===== config.mk =====
export PLATFORM = sky130hd
export DESIGN_NAME = auto_ranging_histogram_top
export DESIGN_NICKNAME = d
export VERILOG_FILES = /design/src/hdl/arh_pkg.sv /design/src/hdl/auto_ranging_histogram_top.sv /design/src/hdl/arh_sat_add.sv /design/src/hdl/arh_bin_mem.sv
export VERILOG_INCLUDE_DIRS = /design/src /design/src/hdl
export SDC_FILE = /design/constraint.sdc
export NUM_CORES = 1
export LEC_CHECK = 0
export ABC_AREA = 1
export BUFFER_PORTS_ARGS = -buffer_cell sky130_fd_sc_hd__buf_2
export CAP_MARGIN = 5
export CORE_ASPECT_RATIO = 1.4
export CORE_MARGIN = 10
export CORE_UTILIZATION = 39
export CTS_BUF_LIST = sky130_fd_sc_hd__clkbuf_8
export DETAILED_ROUTE_END_ITERATION = 7
export PLACE_DENSITY = 0.58
export SYNTH_ARGS = -nofsm -noshare
export SYNTH_HDL_FRONTEND = slang
export SYNTH_SLANG_ARGS = --single-unit

===== constraint.sdc =====
create_clock -name clk -period 12.1 [get_ports clk]
set_clock_uncertainty 0.05 [all_clocks]
set_input_delay 1.815 -clock clk [delete_from_list [all_inputs] [get_ports clk]]
set_output_delay 1.815 -clock clk [all_outputs]
set_load 0.05 [all_outputs]

===== src/hdl/auto_ranging_histogram_top_defines.svh =====
// Assertion macros for the auto-ranging histogram.
// Included by the top level; depends on nothing else.
`ifndef AUTO_RANGING_HISTOGRAM_TOP_DEFINES_SVH
`define AUTO_RANGING_HISTOGRAM_TOP_DEFINES_SVH

// Same-cycle implication, disabled during reset.
`define ARH_ASSERT_IMP(label, clk, rst_n, ante, cons, msg) \
    label: assert property (@(posedge clk) disable iff (!rst_n) (ante) |-> (cons)) \
        else $error(msg);

// Next-cycle implication, disabled during reset.
`define ARH_ASSERT_NXT(label, clk, rst_n, ante, cons, msg) \
    label: assert property (@(posedge clk) disable iff (!rst_n) (ante) |=> (cons)) \
        else $error(msg);

`endif


===== src/hdl/arh_pkg.sv =====
// Package for the auto-ranging histogram: field widths, codes, FSM state type.
// No dependencies.
`default_nettype none

package arh_pkg;

    localparam int SAMPLE_W    = 32;
    localparam int STATUS_W    = 2;
    localparam int IDX_OUT_W   = 4;
    localparam int COUNT_OUT_W = 32;
    localparam int SCALE_W     = 5;

    // Bin total is fixed by the 4-bit index field.
    localparam int BIN_TOTAL   = 16;

    localparam logic [SCALE_W-1:0] SCALE_LIMIT = 5'd31;

    localparam logic FUNC_ADD  = 1'b0;
    localparam logic FUNC_DUMP = 1'b1;

    localparam logic [STATUS_W-1:0] STAT_COUNTED  = 2'd0;
    localparam logic [STATUS_W-1:0] STAT_NEGATIVE = 2'd1;
    localparam logic [STATUS_W-1:0] STAT_DUMP     = 2'd2;

    typedef enum logic [2:0] {
        ST_IDLE,
        ST_CHECK,
        ST_MERGE_RD,
        ST_MERGE_WR,
        ST_INC_WR,
        ST_DUMP_RD,
        ST_DUMP_OUT
    } arh_state_t;

    typedef struct packed {
        logic we;
        logic clr_upper;
    } arh_mem_ctl_t;

endpackage

`default_nettype wire


===== src/hdl/auto_ranging_histogram_top.sv =====
// Auto-ranging histogram: a sample keeps busy high through a read, then a write, plus, per
// rescale, a range check, then a read and a write for each of 8 bin pairs; a dump keeps busy
// through a read and an output step per bin, a negative sample not at all. Each result shows
// for one cycle, the cycle after the edge that finishes its step; the receiver cannot stall
// results.
// Reset (rst_n, async, active low) clears all bins to zero and the scale to zero.
`default_nettype none
`include "auto_ranging_histogram_top_defines.svh"

module auto_ranging_histogram_top #(
    parameter int COUNT_WIDTH = 32
) (
    input  logic                                clk,
    input  logic                                rst_n,
    input  logic                                start,
    input  logic                                func,
    input  logic signed [arh_pkg::SAMPLE_W-1:0] sample_value,
    output logic                                busy,
    output logic                                result_valid,
    output logic [arh_pkg::STATUS_W-1:0]        status,
    output logic [arh_pkg::IDX_OUT_W-1:0]       bin_index,
    output logic [arh_pkg::COUNT_OUT_W-1:0]     bin_count,
    output logic [arh_pkg::SCALE_W-1:0]         scale_log2,
    output logic                                last
);

    import arh_pkg::*;

    localparam int BIN_AW = $clog2(BIN_TOTAL);
    localparam int MAG_W  = SAMPLE_W - 1;
    localparam logic [BIN_AW-1:0] LAST_PAIR = BIN_AW'(BIN_TOTAL / 2 - 1);
    localparam logic [BIN_AW-1:0] LAST_BIN  = BIN_AW'(BIN_TOTAL - 1);

    // Sequencer state
    arh_state_t state_reg, state_next;

    // Working registers: sample magnitude, scale, target bin, pass counter
    logic [MAG_W-1:0]   sample_reg, sample_next;
    logic [SCALE_W-1:0] scale_reg, scale_next;
    logic [BIN_AW-1:0]  idx_reg, idx_next;
    logic [BIN_AW-1:0]  cnt_reg, cnt_next;

    // Result registers
    logic                   out_valid_reg, out_valid_next;
    logic [STATUS_W-1:0]    status_reg, status_next;
    logic [IDX_OUT_W-1:0]   index_reg, index_next;
    logic [COUNT_OUT_W-1:0] count_reg, count_next;
    logic [SCALE_W-1:0]     scale_out_reg, scale_out_next;
    logic                   last_reg, last_next;

    // Memory and shared adder hookup
    arh_mem_ctl_t           mem_ctl;
    logic [BIN_AW-1:0]      waddr;
    logic [BIN_AW-1:0]      raddr_a;
    logic [BIN_AW-1:0]      raddr_b;
    logic [COUNT_WIDTH-1:0] rdata_a;
    logic [COUNT_WIDTH-1:0] rdata_b;
    logic [COUNT_WIDTH-1:0] add_b;
    logic [COUNT_WIDTH-1:0] sat_sum;

    // Range check on the held sample
    logic [MAG_W-1:0]  shifted;
    logic              out_of_range;
    logic [BIN_AW-1:0] idx_clamped;

    assign shifted      = sample_reg >> scale_reg;
    assign out_of_range = (shifted >= MAG_W'(BIN_TOTAL)) && (scale_reg != SCALE_LIMIT);
    // Clamp only matters once the scale has hit its limit.
    assign idx_clamped  = (shifted >= MAG_W'(BIN_TOTAL)) ? LAST_BIN : shifted[BIN_AW-1:0];

    arh_bin_mem #(
        .DEPTH       (BIN_TOTAL),
        .COUNT_WIDTH (COUNT_WIDTH),
        .BIN_AW      (BIN_AW)
    ) u_bin_mem (
        .clk     (clk),
        .rst_n   (rst_n),
        .ctl     (mem_ctl),
        .waddr   (waddr),
        .wdata   (sat_sum),
        .raddr_a (raddr_a),
        .raddr_b (raddr_b),
        .rdata_a (rdata_a),
        .rdata_b (rdata_b)
    );

    // One adder serves both the pairwise merge and the +1 increment.
    arh_sat_add #(
        .COUNT_WIDTH (COUNT_WIDTH)
    ) u_sat_add (
        .a   (rdata_a),
        .b   (add_b),
        .sum (sat_sum)
    );

    always_ff @(posedge clk or negedge rst_n) begin
        if (!rst_n)
        begin
            state_reg     <= ST_IDLE;
            scale_reg     <= '0;
            cnt_reg       <= '0;
            out_valid_reg <= 1'b0;
        end
        else
        begin
            state_reg     <= state_next;
            scale_reg     <= scale_next;
            cnt_reg       <= cnt_next;
            out_valid_reg <= out_valid_next;
        end
    end

    // Payload registers carry no reset.
    always_ff @(posedge clk) begin
        sample_reg    <= sample_next;
        idx_reg       <= idx_next;
        status_reg    <= status_next;
        index_reg     <= index_next;
        count_reg     <= count_next;
        scale_out_reg <= scale_out_next;
        last_reg      <= last_next;
    end

    always_comb
    begin
        state_next     = state_reg;
        sample_next    = sample_reg;
        scale_next     = scale_reg;
        idx_next       = idx_reg;
        cnt_next       = cnt_reg;
        out_valid_next = 1'b0;
        status_next    = status_reg;
        index_next     = index_reg;
        count_next     = count_reg;
        scale_out_next = scale_out_reg;
        last_next      = last_reg;
        mem_ctl        = '0;
        waddr          = idx_reg;
        raddr_a        = idx_clamped;
        raddr_b        = {cnt_reg[BIN_AW-2:0], 1'b1};
        add_b          = COUNT_WIDTH'(1);

        unique case (state_reg)
            ST_IDLE:
            begin
                if (start)
                begin
                    if (func == FUNC_DUMP)
                    begin
                        cnt_next   = '0;
                        state_next = ST_DUMP_RD;
                    end
                    else if (sample_value[SAMPLE_W-1])
                    begin
                        // Drop the negative sample and report it at once.
                        out_valid_next = 1'b1;
                        status_next    = STAT_NEGATIVE;
                        index_next     = '0;
                        count_next     = '0;
                        scale_out_next = scale_reg;
                        last_next      = 1'b1;
                    end
                    else
                    begin
                        sample_next = sample_value[MAG_W-1:0];
                        state_next  = ST_CHECK;
                    end
                end
            end
            ST_CHECK:
            begin
                if (out_of_range)
                begin
                    // Double the bin width, then merge pairs.
                    scale_next = scale_reg + SCALE_W'(1);
                    cnt_next   = '0;
                    state_next = ST_MERGE_RD;
                end
                else
                begin
                    // Fetch the target bin.
                    idx_next   = idx_clamped;
                    raddr_a    = idx_clamped;
                    state_next = ST_INC_WR;
                end
            end
            ST_MERGE_RD:
            begin
                raddr_a    = {cnt_reg[BIN_AW-2:0], 1'b0};
                raddr_b    = {cnt_reg[BIN_AW-2:0], 1'b1};
                state_next = ST_MERGE_WR;
            end
            ST_MERGE_WR:
            begin
                add_b      = rdata_b;
                mem_ctl.we = 1'b1;
                waddr      = cnt_reg;
                if (cnt_reg == LAST_PAIR)
                begin
                    // Zero the upper half and recheck the range.
                    mem_ctl.clr_upper = 1'b1;
                    state_next        = ST_CHECK;
                end
                else
                begin
                    cnt_next   = cnt_reg + BIN_AW'(1);
                    state_next = ST_MERGE_RD;
                end
            end
            ST_INC_WR:
            begin
                mem_ctl.we     = 1'b1;
                waddr          = idx_reg;
                out_valid_next = 1'b1;
                status_next    = STAT_COUNTED;
                index_next     = IDX_OUT_W'(idx_reg);
                count_next     = COUNT_OUT_W'(sat_sum);
                scale_out_next = scale_reg;
                last_next      = 1'b1;
                state_next     = ST_IDLE;
            end
            ST_DUMP_RD:
            begin
                raddr_a    = cnt_reg;
                state_next = ST_DUMP_OUT;
            end
            ST_DUMP_OUT:
            begin
                out_valid_next = 1'b1;
                status_next    = STAT_DUMP;
                index_next     = IDX_OUT_W'(cnt_reg);
                count_next     = COUNT_OUT_W'(rdata_a);
                scale_out_next = scale_reg;
                last_next      = (cnt_reg == LAST_BIN);
                if (cnt_reg == LAST_BIN)
                begin
                    state_next = ST_IDLE;
                end
                else
                begin
                    cnt_next   = cnt_reg + BIN_AW'(1);
                    state_next = ST_DUMP_RD;
                end
            end
            default:
            begin
                state_next = ST_IDLE;
            end
        endcase
    end

    assign busy         = (state_reg != ST_IDLE);
    assign result_valid = out_valid_reg;
    assign status       = status_reg;
    assign bin_index    = index_reg;
    assign bin_count    = count_reg;
    assign scale_log2   = scale_out_reg;
    assign last         = last_reg;

    // Sample and negative results are always the only result of their item.
    `ARH_ASSERT_IMP(a_single_last, clk, rst_n, result_valid && status != STAT_DUMP, last, "single result without last")
    // A merge write only ever follows a scale increment.
    `ARH_ASSERT_IMP(a_merge_scaled, clk, rst_n, state_reg == ST_MERGE_WR, scale_reg != '0, "merge at zero scale")
    // An incremented bin can never read back as zero.
    `ARH_ASSERT_IMP(a_inc_nonzero, clk, rst_n, state_reg == ST_INC_WR, sat_sum != '0, "increment gave zero")
    // An accepted nonnegative sample must raise busy on the next cycle.
    `ARH_ASSERT_NXT(a_sample_busy, clk, rst_n, start && !busy && func == FUNC_ADD && !sample_value[SAMPLE_W-1], busy, "sample not taken")

endmodule

`default_nettype wire


===== src/hdl/arh_sat_add.sv =====
// Saturating adder shared by bin merges and sample increments.
// No dependencies.
`default_nettype none

module arh_sat_add #(
    parameter int COUNT_WIDTH = 32
) (
    input  logic [COUNT_WIDTH-1:0] a,
    input  logic [COUNT_WIDTH-1:0] b,
    output logic [COUNT_WIDTH-1:0] sum
);

    logic [COUNT_WIDTH:0] raw;

    assign raw = {1'b0, a} + {1'b0, b};
    // Clamp on carry out: the count holds its largest value.
    assign sum = raw[COUNT_WIDTH] ? {COUNT_WIDTH{1'b1}} : raw[COUNT_WIDTH-1:0];

endmodule

`default_nettype wire


===== src/hdl/arh_bin_mem.sv =====
// Bin count store: one write port, two registered read ports, per-bin valid bits.
// Depends on arh_pkg for the control struct.
`default_nettype none

module arh_bin_mem #(
    parameter int DEPTH       = 16,
    parameter int COUNT_WIDTH = 32,
    parameter int BIN_AW      = 4
) (
    input  logic                   clk,
    input  logic                   rst_n,
    input  arh_pkg::arh_mem_ctl_t  ctl,
    input  logic [BIN_AW-1:0]      waddr,
    input  logic [COUNT_WIDTH-1:0] wdata,
    input  logic [BIN_AW-1:0]      raddr_a,
    input  logic [BIN_AW-1:0]      raddr_b,
    output logic [COUNT_WIDTH-1:0] rdata_a,
    output logic [COUNT_WIDTH-1:0] rdata_b
);

    import arh_pkg::*;

    logic [COUNT_WIDTH-1:0] mem [DEPTH];
    logic [DEPTH-1:0]       valid_reg;
    logic [DEPTH-1:0]       valid_next;
    logic [COUNT_WIDTH-1:0] data_a_reg;
    logic [COUNT_WIDTH-1:0] data_b_reg;
    logic                   vld_a_reg;
    logic                   vld_b_reg;

    always_ff @(posedge clk) begin
        if (ctl.we)
        begin
            mem[waddr] <= wdata;
        end
        data_a_reg <= mem[raddr_a];
        data_b_reg <= mem[raddr_b];
    end

    // Set on write; drop the upper half after a merge pass.
    always_comb
    begin
        valid_next = valid_reg;
        for (int i = 0; i < DEPTH; i++)
        begin
            if (ctl.clr_upper && i >= DEPTH / 2)
            begin
                valid_next[i] = 1'b0;
            end
            else if (ctl.we && waddr == BIN_AW'(i))
            begin
                valid_next[i] = 1'b1;
            end
        end
    end

    always_ff @(posedge clk or negedge rst_n) begin
        if (!rst_n)
        begin
            valid_reg <= '0;
            vld_a_reg <= 1'b0;
            vld_b_reg <= 1'b0;
        end
        else
        begin
            valid_reg <= valid_next;
            vld_a_reg <= valid_reg[raddr_a];
            vld_b_reg <= valid_reg[raddr_b];
        end
    end

    assign rdata_a = vld_a_reg ? data_a_reg : '0;
    assign rdata_b = vld_b_reg ? data_b_reg : '0;

endmodule

`default_nettype wire


==> flow_summary.ini <==
[outcome]
status = complete, no violations

[setup_path]
endpoint = u_bin_mem.data_a_reg[19]$_DFF_P_
critical_path_arrival_ns = 6.63
crit_start = scale_reg[2]$_DFFE_PN0P_
worstPathMaxFanout = 102
max_stage_delay_ns = 0.99
crit_path_top_delay_cell = dfrtp_1
reg2reg_slack_ns = 6.06
worstReg2RegEnd = u_bin_mem.data_a_reg[19]$_DFF_P_
r2r_cells = 16
crit_buf_inv = 2
path_depth = 16
cp-start-kind = register
endpoint_kind = register
path_delay_family = simple AND/OR/NAND/NOR gates
cp_common_cell = nand3_1
required_ns = 12.69
rr_startpoint = scale_reg[2]$_DFFE_PN0P_
worstPathCellList = inv_1, nand3_1, nand3_1, nand3_1, nand2_1, nor2_1, nand2_1, nor2_4, nand4_4, nand2_4, buf_4, nand2_1, nand3_1, nand3_1, nand3_1, nand2_1
critical_path_class = reg -> reg

[placed_design]
hpwlAfterDp_um = 58600
place_congestion = 0.895
io_buffers = 81
placed_cells = 4768

[synthesis]
yosysUniqueCellTypes = 43
postSynthCellCount = 3686
synth_area_per_cell_um2 = 9.21
ys_ff_latch = 686
syn_area_mm2 = 0.0339
ys.warnings.count = 0
ys.flop_type = edfxtp_1
seq_area_frac_synth_pct = 58.3
synth_nets = 3758
synth_edf_count = 591
ys_async_sr_fraction_pct = 4.52

[sta]
fmax_mhz = 165
relSlewSlack_pct = 11.9
slew_violations = 0
setup_viol = 0
fin_tns_setup_ns = 0
min_period_ns = 6.04
rsz0062_at_grt = no
min_period_over_period_pct = 49.9
worst_slew_pin_slew_ns = 1.31
timing_hold_violations_final = 0

[cts]
post_cts.repair.setup_buffers = 0
cts_tree = done
insertion_delay_ns = 0.76
clock_sinks = 686
cts_buffers = 106
cts.repair.resized = 0
cts.htree.levels = 3
postCtsHoldBufs = 0
cts_buffer_depth = 3
path_clk_slew_ns = 0.07
cts-root-buf = clkbuf_8

[floorplan]
pin_count = 82
dieArea_mm2 = 0.0994
die_w_um = 269
rows = 128
start_util_pct = 39.2
coreArea_mm2 = 0.0866
die_h_um = 369

[power_and_ir_drop]
power_density_mw_per_mm2 = 266
p_seq_share_pct = 34.9
pwr-share-comb_pct = 45.9
total_leakage_power_uw = 0.0158
p_sw_share_pct = 45.0
ir_drop_v = 0.000157
switchingPower_uw = 4490
intPower_uw = 5480
pwr-share-clk_pct = 19.2

[final_layout]
fillCellCount = 8472
drive_gt1_share_pct = 8.90
finalNonFillerCells = 4970
largest_reg_flops = 512
largest_register = u_bin_mem.mem
syn2layout_area_growth_pct = 10.3
final_nets = 3778

[detailed_routing]
drt_wl_total_um = 107000
route.vias.total = 27000
via_per_inst = 5.44
first_pass_iters = 6
wl_per_cell_um = 21.5
drc = 0
initialDrtViolationCount = 2640
ant_nets = 0

[grt]
grt_pass1_vias = 26200
overflow = 0
grt_pass1_wl_um = 159000
grt_usage_pct = 20.9
antenna_found_initial = 2
grt_max_degree = 103

[job]
cap_violations = 0

[hold_path]
hold_path_class = reg -> reg
[power by group through the flow]
stage	Clock [uW]	Combinational, uW	Sequential [uW]
floorplan	0	3150	3520
global placement	0	4500	3520
detailed placement	0	4520	3520
CTS	1950	4530	3480
global route	2050	5020	3500
finish	1910	4570	3480
[layout by cell type, fill, tap and decap left out, types with 3 or more instances in the layout]
cell,count
nand3b_1,97
o21ai_1,7
nor2_4,18
clkinv_1,5
xnor2_1,7
inv_6,3
a21oi_1,136
buf_2,81
edfxtp_1,591
buf_4,56
ha_1,35
nor3_1,12
or2_2,12
clkinv_2,15
nand2_4,5
clkbuf_8,123
o21ai_0,165
nand3_1,787
o211ai_1,19
inv_2,7
a221oi_1,33
nor2_1,104
xor2_1,6
and2_1,3
nand2_1,699
o21a_1,6
a31oi_1,39
o21bai_1,8
inv_1,594
dfxtp_1,64
dfrtp_1,27
nand2_2,4
nand4_1,6
[cells in the mapped netlist, types with 39 or more instances]
library cell / count / area (um2)
nand3_1: 787 / 3940
clkbuf_1: 124 / 465
nand2_1: 707 / 2650
a21oi_1: 136 / 681
inv_1: 544 / 2040
edfxtp_1: 591 / 17700
o21ai_0: 168 / 841
nor2_1: 120 / 450
dfxtp_1: 64 / 1280
a31oi_1: 39 / 244
buf_2: 55 / 275
nand3b_1: 97 / 728
[stage by stage]
| stage | hold WS (ns) | setup WS, ns | instance area (um2) | total power [uW] | utilization (%) |
|---|---|---|---|---|---|
| after floorplan | 0.377 | 6.43 | 33900 | 6670 | - |
| after global placement | 0.389 | 6.32 | 35400 | 8020 | 40.8 |
| after detailed placement | 0.396 | 6.28 | 35400 | 8040 | 40.8 |
| after CTS | 0.410 | 6.25 | 37400 | 9960 | 43.2 |
| after global routing | 0.454 | 5.64 | 37500 | 10600 | 43.2 |
| final | 0.415 | 6.06 | 37500 | 9970 | 43.2 |
[cells by family (layout without fill, tap and decap cells)]
group           Yosys count  in the layout  synth area share, %
fa+ha+maj                36             36                 1.35
buf+inv                 776            889                 9.26
simple gates           1752           1752                 23.6
compound gates          422            422                 7.04
mux                       1              1               0.0295
other cells               0              1                    0
flops                   686            686                 58.3
xor+xnor                 13             13                0.335
[worst reg2reg max path, cell delays in order, from the launching register on]
cell and delay, ns:
dfrtp_1 0.99, inv_1 0.72, nand3_1 0.32, nand3_1 0.16, nand3_1 0.13, nand2_1 0.06
nor2_1 0.10, nand2_1 0.09, nor2_4 0.16, nand4_4 0.62, nand2_4 0.83, buf_4 0.96
nand2_1 0.32, nand3_1 0.14, nand3_1 0.09, nand3_1 0.12, nand2_1 0.06
[worst min path at each step]
stage	startpoint	end	slack (ns)	depth (start not counted)
after floorplan	u_bin_mem.valid_reg[0]$_DFFE_PN0P_	u_bin_mem.valid_reg[0]$_DFFE_PN0P_	0.38	2
after global placement	u_bin_mem.valid_reg[0]$_DFFE_PN0P_	u_bin_mem.valid_reg[0]$_DFFE_PN0P_	0.39	2
after detailed placement	u_bin_mem.valid_reg[6]$_DFFE_PN0P_	u_bin_mem.valid_reg[6]$_DFFE_PN0P_	0.40	2
after CTS	u_bin_mem.valid_reg[6]$_DFFE_PN0P_	u_bin_mem.valid_reg[6]$_DFFE_PN0P_	0.41	2
after global routing	u_bin_mem.valid_reg[4]$_DFFE_PN0P_	u_bin_mem.valid_reg[4]$_DFFE_PN0P_	0.45	2
final	u_bin_mem.valid_reg[0]$_DFFE_PN0P_	u_bin_mem.valid_reg[0]$_DFFE_PN0P_	0.42	2
[cell type report]
cell class | count | area [um2] | area share, %
flip-flops and latches | 686 | 19800 | 52.9
multi-input cells | 2224 | 11200 | 29.9
inverters | 551 | 2070 | 5.53
clock buffers | 123 | 1690 | 4.52
well taps | 1170 | 1460 | 3.91
repair buffers | 137 | 826 | 2.20
clock inverters | 78 | 387 | 1.03
diodes | 1 | 2.50 | 0.00668
[per-layer routing]
layer	track usage [%]	vias up	wire length [um]
met4	9.99	0	4540
met1	25.5	12900	42600
met2	35.5	1237	51700
met3	3.57	277	7990
met5	0	-	0
li1	-	12600	-
Power figures use the tool's default switching activity.
